[src/rtl/segment_tree_range_sum_assert.svh]
// Assertion macros used by the block's top-level RTL file.
`ifndef SEGMENT_TREE_RANGE_SUM_ASSERT_SVH
`define SEGMENT_TREE_RANGE_SUM_ASSERT_SVH

// Same-cycle implication, checked out of reset.
`define STRS_ASSERT_NOW(label, ante, cons, msg) \
   label: assert property (@(posedge clock) disable iff (reset) (ante) |-> (cons)) \
      else $error(msg);

// Next-cycle implication, checked out of reset.
`define STRS_ASSERT_NEXT(label, ante, cons, msg) \
   label: assert property (@(posedge clock) disable iff (reset) (ante) |=> (cons)) \
      else $error(msg);

`endif

[src/rtl/strs_pkg.sv]
package strs_pkg;

   localparam int LEAF_COUNT_DEFAULT = 1024;

   localparam int OP_W  = 2;
   localparam int IDX_W = 10;
   localparam int VAL_W = 21;
   localparam int RSP_W = 30;

   localparam logic [RSP_W-1:0] SUM_MAX = '1;

   typedef enum logic [OP_W-1:0] {
      OP_LOAD  = 2'd0,
      OP_DEC   = 2'd1,
      OP_QUERY = 2'd2
   } op_type;

   typedef enum logic [3:0] {
      ST_CLEAR,
      ST_IDLE,
      ST_LOAD_WR,
      ST_DEC_RD,
      ST_DEC_WR,
      ST_SIB_RD,
      ST_PARENT_WR,
      ST_Q_LEFT,
      ST_Q_RIGHT
   } state_type;

   typedef enum logic [3:0] {
      MEM_NONE,
      MEM_CLEAR,
      MEM_WR_LEAF,
      MEM_RD_LEAF,
      MEM_WR_DEC,
      MEM_RD_SIB,
      MEM_WR_PARENT,
      MEM_RD_LEFT,
      MEM_RD_RIGHT
   } mem_cmd_type;

   typedef struct packed {
      mem_cmd_type mem_op;
      logic        capture;
      logic        acc_add;
      logic        left_step;
      logic        shift_step;
      logic        emit;
   } cmd_type;

   typedef struct packed {
      logic idx_ok;
      logic left_odd;
      logic right_odd;
      logic loop_go;
      logic rd_zero;
      logic path_more;
      logic clr_last;
   } sts_type;

endpackage

[src/rtl/strs_ctrl.sv]
module strs_ctrl (
   input  logic                       clock,
   input  logic                       reset,
   input  logic                       start,
   input  logic [strs_pkg::OP_W-1:0]  req_op,
   input  strs_pkg::sts_type          sts,
   output strs_pkg::cmd_type          cmd,
   output logic                       busy,
   output logic                       rsp_valid
);

   strs_pkg::state_type state_ff, state_in;
   logic                pend_ff, pend_in;
   logic                rsp_valid_ff, rsp_valid_in;

   always_ff @(posedge clock) begin
      if (reset) begin
         state_ff     <= strs_pkg::ST_CLEAR;
         pend_ff      <= 1'b0;
         rsp_valid_ff <= 1'b0;
      end else begin
         state_ff     <= state_in;
         pend_ff      <= pend_in;
         rsp_valid_ff <= rsp_valid_in;
      end
   end

   // next state
   always_comb begin
      state_in = state_ff;
      case (state_ff)
         strs_pkg::ST_CLEAR: begin
            if (sts.clr_last) state_in = strs_pkg::ST_IDLE;
         end
         strs_pkg::ST_IDLE: begin
            if (start) begin
               case (strs_pkg::op_type'(req_op))
                  strs_pkg::OP_LOAD: begin
                     if (sts.idx_ok) state_in = strs_pkg::ST_LOAD_WR;
                  end
                  strs_pkg::OP_DEC: begin
                     if (sts.idx_ok) state_in = strs_pkg::ST_DEC_RD;
                  end
                  strs_pkg::OP_QUERY: state_in = strs_pkg::ST_Q_LEFT;
                  default: state_in = strs_pkg::ST_IDLE;
               endcase
            end
         end
         strs_pkg::ST_LOAD_WR: state_in = strs_pkg::ST_SIB_RD;
         strs_pkg::ST_DEC_RD:  state_in = strs_pkg::ST_DEC_WR;
         strs_pkg::ST_DEC_WR: begin
            state_in = sts.rd_zero ? strs_pkg::ST_IDLE : strs_pkg::ST_SIB_RD;
         end
         strs_pkg::ST_SIB_RD: state_in = strs_pkg::ST_PARENT_WR;
         strs_pkg::ST_PARENT_WR: begin
            state_in = sts.path_more ? strs_pkg::ST_SIB_RD : strs_pkg::ST_IDLE;
         end
         strs_pkg::ST_Q_LEFT: begin
            if (!sts.loop_go) state_in = strs_pkg::ST_IDLE;
            else state_in = strs_pkg::ST_Q_RIGHT;
         end
         strs_pkg::ST_Q_RIGHT: state_in = strs_pkg::ST_Q_LEFT;
         default: state_in = strs_pkg::ST_IDLE;
      endcase
   end

   // outputs
   always_comb begin
      cmd.mem_op     = strs_pkg::MEM_NONE;
      cmd.capture    = 1'b0;
      cmd.acc_add    = 1'b0;
      cmd.left_step  = 1'b0;
      cmd.shift_step = 1'b0;
      cmd.emit       = 1'b0;
      pend_in        = 1'b0;
      rsp_valid_in   = 1'b0;
      busy           = 1'b1;
      case (state_ff)
         strs_pkg::ST_CLEAR: cmd.mem_op = strs_pkg::MEM_CLEAR;
         strs_pkg::ST_IDLE: begin
            busy        = 1'b0;
            cmd.capture = start;
         end
         strs_pkg::ST_LOAD_WR: cmd.mem_op = strs_pkg::MEM_WR_LEAF;
         strs_pkg::ST_DEC_RD:  cmd.mem_op = strs_pkg::MEM_RD_LEAF;
         strs_pkg::ST_DEC_WR: begin
            // a zero leaf stays zero and the path is left alone
            if (!sts.rd_zero) cmd.mem_op = strs_pkg::MEM_WR_DEC;
         end
         strs_pkg::ST_SIB_RD:    cmd.mem_op = strs_pkg::MEM_RD_SIB;
         strs_pkg::ST_PARENT_WR: cmd.mem_op = strs_pkg::MEM_WR_PARENT;
         strs_pkg::ST_Q_LEFT: begin
            cmd.acc_add = pend_ff;
            if (sts.loop_go) begin
               cmd.mem_op    = sts.left_odd ? strs_pkg::MEM_RD_LEFT : strs_pkg::MEM_NONE;
               cmd.left_step = 1'b1;
               pend_in       = sts.left_odd;
            end else begin
               cmd.emit     = 1'b1;
               rsp_valid_in = 1'b1;
            end
         end
         strs_pkg::ST_Q_RIGHT: begin
            cmd.acc_add    = pend_ff;
            cmd.mem_op     = sts.right_odd ? strs_pkg::MEM_RD_RIGHT : strs_pkg::MEM_NONE;
            cmd.shift_step = 1'b1;
            pend_in        = sts.right_odd;
         end
         default: busy = 1'b1;
      endcase
   end

   assign rsp_valid = rsp_valid_ff;

endmodule

[config.mk]
export PLATFORM = sky130hd
export DESIGN_NAME = strs_ctrl
export DESIGN_NICKNAME = d
export VERILOG_FILES = /design/src/rtl/segment_tree_range_sum_assert.svh /design/src/rtl/strs_pkg.sv /design/src/rtl/strs_ctrl.sv
export SDC_FILE = /design/constraint.sdc
export NUM_CORES = 1
export LEC_CHECK = 0
export BUFFER_PORTS_ARGS = -buffer_cell sky130_fd_sc_hd__buf_2
export CAP_MARGIN = 0
export CORE_MARGIN = 2
export CORE_UTILIZATION = 34
export DETAILED_ROUTE_END_ITERATION = 10
export PLACE_DENSITY_LB_ADDON = 0.2
export SLEW_MARGIN = 5
export SYNTH_ARGS = -nofsm -noshare
export SYNTH_HDL_FRONTEND = slang
export SYNTH_SLANG_ARGS = --single-unit
[constraint.sdc]
create_clock -name clock -period 1.8 [get_ports clock]
set_input_delay 0.18 -clock clock [delete_from_list [all_inputs] [get_ports clock]]
set_output_delay 0.18 -clock clock [all_outputs]
set_load 0.03 [all_outputs]
==> results.yml, run 1 <==
outcome:
  status: "completed"
critical_path:
  crit_fanout: 11
  required_ns: 1.62
  crit_chain: "and2b_1, and3_1, buf_2"
  critPathCaptureType: "primary output"
  cp.arrival_ns: 1.43
  crit_path_start_kind: "flop"
  critPathMaxStageDelay_ns: 0.60
  cp_slowest_cell: "dfxtp_1"
  crit_type: "reg2out"
floorplan:
  die-area_mm2: 0.00171
  placementRows: 13
  die_h_um: 41.3
  io_pins: 23
  fp.dieW_um: 41.3
  start_util_pct: 36.3
  core_mm2: 0.00130
cts:
  cts_sinks: 6
  cts_made_buffers: 3
  cts_tree: "yes"
  cts_root_buffer: "clkbuf_4"
  clkSlewWorstSetupHoldPaths_ns: 0.04
  clk_latency_ns: 0.24
  htree_levels: 1
  cts_hold_buf: 0
  cts_resized: 0
  post_cts_buffers: 0
  cts_buffer_depth: 2
grt:
  grt_first_pass_wirelength_um: 1930
  gr-total-overflow: 0
  antenna_found_initial: 0
  grt.total_usage_pct: 17.6
  grt_max_degree: 12
  grt_pass1_vias: 479
sta:
  max_slew_margin_pct: 69.3
  setup_viol: 0
  tightest_slew_ns: 0.460
  fin_crit_sh_pct: 89.5
  min_period_ns: 1.61
  hold_viol_final: 0
  drv_slew: 0
  fin_skew_ns: 0.00460
  fin_ws_ns: 0.190
  rsz0062_at_grt: "no"
  tns_ns: 0
  max_freq_ghz: 0.621
layout:
  mostFrequentLayoutCells: "buf_2, nand2_1, nor2_1, a21oi_1, dfxtp_1"
  layout_commonest_cell: "buf_2"
  synthToLayoutAreaGrowth_pct: 23.5
  diodes: 0
  layout-drive-gt1-share_pct: 40.5
  num-nets-final: 98
power:
  p_per_area_mw_per_mm2: 560
  p_int_uw: 238
  p_sw_share_pct: 27.2
  p_sw_uw: 88.9
  seq_power_share_pct: 44.3
  finalPower_uw: 327
  irDropWorstVdd_v: 0.000438
  leakage_nw: 0.305
  combPwrFrac_pct: 20.0
  clkPwrFrac_pct: 35.7
route:
  ant_nets: 0
  dr.first_iter.drc_count: 2
  routedWlPerCell_um: 11.1
  drt_wl_total_um: 1100
  drcViolationCount: 0
  vias_per_cell: 4.81
  via_count: 476
  drt_first_pass_iters: 3
place:
  pre_cts_slack_ns: 0.302
  place_congestion: 0.670
  port_buffers: 22
  dp_hpwl_um: 879
synthesis:
  ys_seq_area_share_pct: 25.4
  synth-edff-count: 0
  synthCells: 64
  ys_types: 26
  synth-seq-cells: 6
  ys_warn_count: 0
  synth_ff_type: "dfxtp_1"
  syn-num-nets: 76
  syn_area_per_cell_um2: 7.39
  syn_area_um2: 473
  synthArstFlopShare_pct: 0
job:
  max_cap_viol_count: 0
min_path:
  hp-class: "in2reg"
==> metal layers <==
metal | routed length [µm] | vias to the layer above | global-route usage (%)
met3 | 71 | 0 | 6.38
met5 | 0 | - | 0
met4 | 0 | 0 | 2.42
met1 | 538 | 198 | 22.5
li1 | - | 261 | -
met2 | 492 | 17 | 28.9
==> power by group through the flow <==
stage	logic, mW	registers, mW	clock network (mW)
2_1_floorplan	0.0499	0.140	0
3_3_place_gp	0.0655	0.147	0
3_5_place_dp	0.0660	0.147	0
4_1_cts	0.0662	0.145	0.124
5_1_grt	0.0745	0.146	0.133
6_report	0.0655	0.145	0.117
==> sequential cells by signal (all words and copies together) (netlist names) <==
register   flops
state_ff       4
pend_ff        1
rsp_valid      1
==> stage by stage <==
step	utilization (%)	cell area, µm²	instances	hold WS [ns]
global route	44.9	584	99	0.171
CTS	44.7	582	99	0.161
floorplan	-	473	64	0.252
finish	44.9	584	99	0.166
detailed placement	43.0	559	96	0.415
global placement	43.0	559	96	0.411
==> critical path: cells and delay by family, from the launching register on <==
family	cells	cell delay (ns)
and+or+nand+nor	2	0.41
DFF	1	0.60
buffers and inverters	1	0.19
==> layout make-up <==
| cell class | instances | area [µm²] |
|---|---|---|
| Fill cell | 151 | 717 |
| Multi-Input combinational cell | 50 | 299 |
| Sequential cell | 6 | 123 |
| Timing Repair Buffer | 22 | 110 |
| Clock buffer | 3 | 22.5 |
| Tap cell | 15 | 18.8 |
| Inverter | 3 | 11.3 |
==> synthesized netlist by cell type (2+ instances only) <==
library cell,count,area share [%]
a21oi_1,8,8.5
nor2_2,2,2.6
nand2b_1,3,4.0
o211ai_1,2,3.2
buf_4,2,3.2
nand2_1,9,7.1
nor2_1,8,6.3
inv_1,2,1.6
dfxtp_1,6,25
a211oi_1,2,3.2
buf_6,2,4.8
nor3_1,2,2.1
o21ai_0,2,2.1
and3_1,2,2.6
==> kinds of logic after synthesis <==
| kind of cell | count (synthesis) | share of synthesized area [%] |
|---|---|---|
| flip-flops | 6 | 25.4 |
| AO/OA/AOI/OAI | 18 | 24.6 |
| buffers and inverters | 8 | 11.4 |
| AND/OR/NAND/NOR | 32 | 38.6 |
==> final timing paths <==
path | slack [ns] | startpoint | end | cells after the start
max reg2reg | 0.50 | state_ff[0]$_SDFFE_PP0P_ | state_ff[1]$_SDFFE_PP0P_ | 4
min reg2reg | 0.59 | state_ff[1]$_SDFFE_PP0P_ | state_ff[1]$_SDFFE_PP0P_ | 1
min | 0.17 | reset | state_ff[0]$_SDFFE_PP0P_ | 2
max | 0.19 | state_ff[0]$_SDFFE_PP0P_ | cmd[4] | 3
Note: power is estimated with default switching activity, not from simulation.
==> inputs of run 2 (changes only) <==
PLACE_DENSITY_LB_ADDON = unset   (was 0.2)
==> results.yml, run 2 (same netlist as run 1, synthesis figures left out) <==
route:
  ant_nets: 0
  drt_wl_total_um: 1040
  dr.first_iter.drc_count: 5
  via_count: 487
  drt_first_pass_iters: 4
  routedWlPerCell_um: 10.5
  drcViolationCount: 0
  vias_per_cell: 4.92
power:
  clkPwrFrac_pct: 36.3
  combPwrFrac_pct: 19.9
  p_sw_share_pct: 27.8
  leakage_nw: 0.305
  seq_power_share_pct: 43.8
  finalPower_uw: 330
  irDropWorstVdd_v: 0.000330
  p_per_area_mw_per_mm2: 565
  p_sw_uw: 91.6
  p_int_uw: 238
critical_path:
  cp_slowest_cell: "dfxtp_1"
  critPathCaptureType: "primary output"
  critPathMaxStageDelay_ns: 0.58
  crit_chain: "nand2b_1, o21ai_0, a21oi_1, buf_2"
  required_ns: 1.62
  crit_path_start_kind: "flop"
  crit_fanout: 11
  cp.arrival_ns: 1.43
  crit_type: "reg2out"
cts:
  cts_buffer_depth: 2
  cts_tree: "yes"
  clkSlewWorstSetupHoldPaths_ns: 0.04
  clk_latency_ns: 0.24
  cts_made_buffers: 3
  cts_hold_buf: 0
  cts_sinks: 6
  cts_root_buffer: "clkbuf_4"
  htree_levels: 1
sta:
  rsz0062_at_grt: "no"
  tightest_slew_ns: 0.433
  fin_skew_ns: 0.00230
  max_freq_ghz: 0.621
  setup_viol: 0
  min_period_ns: 1.61
  drv_slew: 0
  hold_viol_final: 0
  fin_crit_sh_pct: 89.4
  tns_ns: 0
  max_slew_margin_pct: 71.1
min_path:
  hp-class: "in2reg"
floorplan:
  fp.dieW_um: 41.3
  die_h_um: 41.3
  start_util_pct: 36.3
  core_mm2: 0.00130
  io_pins: 23
  die-area_mm2: 0.00171
  placementRows: 13
layout:
  num-nets-final: 98
  synthToLayoutAreaGrowth_pct: 23.5
  mostFrequentLayoutCells: "buf_2, nand2_1, nor2_1, a21oi_1, dfxtp_1"
  layout_commonest_cell: "buf_2"
  layout-drive-gt1-share_pct: 40.5
  diodes: 0
  top_register: "state_ff"
  nFillCells: 148
  largest_reg_flops: 4
grt:
  grt.total_usage_pct: 15.3
  gr-total-overflow: 0
  antenna_found_initial: 0
  grt_pass1_vias: 408
  grt_first_pass_wirelength_um: 1650
  grt_max_degree: 12
place:
  place_congestion: 0.673
  dp_hpwl_um: 806
  port_buffers: 22
job:
  max_cap_viol_count: 0
outcome:
  status: "completed"
## run 2: final timing paths
path / startpoint / to / slack (ns) / cells past startpoint
worst max-delay path: state_ff[0]$_SDFFE_PP0P_ / cmd[7] / 0.19 / 4
worst min-delay path: reset / pend_ff$_SDFF_PP0_ / 0.16 / 2
worst max register to register: state_ff[0]$_SDFFE_PP0P_ / state_ff[1]$_SDFFE_PP0P_ / 0.56 / 4
worst min register to register: state_ff[1]$_SDFFE_PP0P_ / state_ff[1]$_SDFFE_PP0P_ / 0.58 / 1
## run 2: cell type report
class	count	area [µm²]	area share (%)
Multi-Input combinational cell	50	299	51.2
Sequential cell	6	123	21.0
Timing Repair Buffer	22	110	18.8
Clock buffer	3	22.5	3.85
Tap cell	15	18.8	3.21
Inverter	3	11.3	1.93
## run 2: worst max-delay path, delay by kind of cell, from the launching register on
family / cells / cell delay [ns]
buffers and inverters: 1 / 0.21
AOI/OAI and AO/OA: 2 / 0.21
DFF: 1 / 0.58
and+or+nand+nor: 1 / 0.19
## run 2: per-stage QoR
| step | instances | worst slack [ns] | instance area (µm²) | utilization (%) | hold WS, ns |
|---|---|---|---|---|---|
| finish | 99 | 0.190 | 584 | 44.9 | 0.164 |
| global route | 99 | 0.0927 | 584 | 44.9 | 0.160 |
| CTS | 99 | 0.0669 | 582 | 44.7 | 0.150 |
| detailed placement | 96 | 0.340 | 559 | 43.0 | 0.410 |
| global placement | 96 | 0.364 | 559 | 43.0 | 0.412 |
| floorplan | 64 | 0.157 | 473 | - | 0.252 |
## run 2: layer usage
metal  GRT usage, %  vias up  wire (µm)
met5              0        -          0
met3           2.13        2         77
li1               -      262          -
met2           23.8       19        437
met1           18.6      204        509
met4           12.1        0         14
## run 2: power groups by stage
stage                     Combinational, mW  Sequential, mW  Clock, mW
final                                0.0656           0.144      0.120
after global routing                 0.0722           0.145      0.133
after CTS                            0.0658           0.144      0.128
after detailed placement             0.0655           0.147          0
after global placement               0.0656           0.147          0
after floorplan                      0.0499           0.140          0
## run 2: what timing repair did
action,CTS,global route
setup buffers,0,0
setup endpoints to repair,0,1
resized for setup,0,2
==> inputs of run 3 (changes only) <==
PLACE_DENSITY = 0.62   (was unset)
==> results.yml, run 3 (same netlist as run 1, synthesis figures left out) <==
cts:
  cts_buffer_depth: 2
  clk_latency_ns: 0.24
  cts_root_buffer: "clkbuf_4"
  clkSlewWorstSetupHoldPaths_ns: 0.05
  post_cts_buffers: 0
  htree_levels: 1
  cts_made_buffers: 3
  cts_sinks: 6
  cts_hold_buf: 0
  cts_tree: "yes"
grt:
  busiest_layer: "met2"
  use_met2_pct: 29.7
  antenna_found_initial: 0
  grt_first_pass_wirelength_um: 1880
  grt.total_usage_pct: 17.2
  grt_util_met1_pct: 20.7
  grt_max_degree: 12
  grt_pass1_vias: 476
  gr-total-overflow: 0
  met3_usage_pct: 1.60
layout:
  top_register: "state_ff"
  synthToLayoutAreaGrowth_pct: 23.5
  largest_reg_flops: 4
  num-nets-final: 98
  layout-drive-gt1-share_pct: 40.5
  final_cells: 99
  mostFrequentLayoutCells: "buf_2, nand2_1, nor2_1, a21oi_1, dfxtp_1"
  diodes: 0
  layout_commonest_cell: "buf_2"
  nFillCells: 153
floorplan:
  die-area_mm2: 0.00171
  start_util_pct: 36.3
  core_mm2: 0.00130
  die_h_um: 41.3
  io_pins: 23
  fp.dieW_um: 41.3
  placementRows: 13
critical_path:
  crit_chain: "nand4b_4, a21boi_0, buf_2"
  cp_slowest_cell: "dfxtp_1"
  critPathMaxStageDelay_ns: 0.59
  crit_path_start_kind: "flop"
  required_ns: 1.62
  crit_fanout: 11
  reg2reg_to: "state_ff[1]$_SDFFE_PP0P_"
  critPathCaptureType: "primary output"
  crit_type: "reg2out"
  reg2reg_depth: 4
  reg2reg_from: "state_ff[0]$_SDFFE_PP0P_"
  cp.arrival_ns: 1.41
  r2r_slack_ns: 0.52
route:
  drcViolationCount: 0
  drt_wl_total_um: 1100
  dr.first_iter.drc_count: 2
  ant_nets: 0
  via_count: 480
  vias_per_cell: 4.85
  routedWlPerCell_um: 11.1
  drt_first_pass_iters: 4
sta:
  hold_slack_ns: 0.166
  max_slew_margin_pct: 70.3
  tightest_slew_ns: 0.445
  tns_ns: 0
  fin_crit_sh_pct: 88.6
  fin_skew_ns: 0.000921
  rsz0062_at_grt: "no"
  setup_viol: 0
  drv_slew: 0
  max_freq_ghz: 0.627
  min_period_ns: 1.59
  hold_viol_final: 0
place:
  place_congestion: 0.680
  dp.cells: 96
  port_buffers: 22
  dp_hpwl_um: 863
min_path:
  hold_depth: 2
  min_to: "state_ff[3]$_SDFFE_PP0P_"
  hp-class: "in2reg"
  hold_start: "reset"
outcome:
  status: "completed"
job:
  max_cap_viol_count: 0
power:
  p_per_area_mw_per_mm2: 574
  irDropWorstVdd_v: 0.000320
  leakage_nw: 0.305
## run 3: cell counts in the layout (fill, tap and decap cells not counted)
Identical to the previous run, type by type.
## run 3: final cells by class
class | instances | area [µm²] | share of cell area, %
clock buffer | 3 | 22.5 | 3.85
tap | 15 | 18.8 | 3.21
inverter | 3 | 11.3 | 1.93
sequential | 6 | 123 | 21.0
multi-input combinational | 50 | 299 | 51.2
timing repair buffer | 22 | 110 | 18.8
## run 3: through the flow
stage / util, % / total power, mW / setup slack, ns / instance area, µm²
after floorplan: - / 0.190 / 0.157 / 473
after global placement: 43.0 / 0.212 / 0.361 / 559
after detailed placement: 43.0 / 0.213 / 0.345 / 559
after CTS: 44.7 / 0.344 / 0.0669 / 582
after global routing: 44.9 / 0.361 / 0.0234 / 584
final: 44.9 / 0.335 / 0.205 / 584
## run 3: worst max path at each step
stage | startpoint | to | slack, ns | depth (start not counted)
after global placement | state_ff[1]$_SDFFE_PP0P_ | cmd[5] | 0.36 | 5
final | state_ff[0]$_SDFFE_PP0P_ | cmd[3] | 0.21 | 3
after CTS | state_ff[1]$_SDFFE_PP0P_ | cmd[5] | 0.07 | 5
after global routing | state_ff[0]$_SDFFE_PP0P_ | cmd[3] | 0.02 | 3
after floorplan | state_ff[2]$_SDFFE_PP0P_ | cmd[5] | 0.16 | 5
after detailed placement | state_ff[1]$_SDFFE_PP0P_ | cmd[5] | 0.34 | 5
## run 3: worst max-delay path: cells and delay by family (launching register included)
| kind | cells | cell delay [ns] |
|---|---|---|
| compound gates | 1 | 0.18 |
| buf+inv | 1 | 0.22 |
| flops | 1 | 0.59 |
| simple gates | 1 | 0.18 |
## run 3: timing repair
item / CTS / global route
endpoints found under the setup margin: 0 / 2
endpoints found under the hold margin: 0 / 0
gates resized for setup: 0 / 2
## run 3: power breakdown
part           switching [mW]  internal (mW)  leakage, nW  total [mW]
combinational          0.0387         0.0274        0.241      0.0661
clock                  0.0492         0.0755       0.0138       0.125
sequential            0.00870          0.136       0.0497       0.144
## run 3: layer usage
layer / share of wire [%] / routed length [µm]
met1: 49 / 533
met2: 45 / 490
met3: 6.6 / 72
met4: 0 / 0
met5: 0 / 0
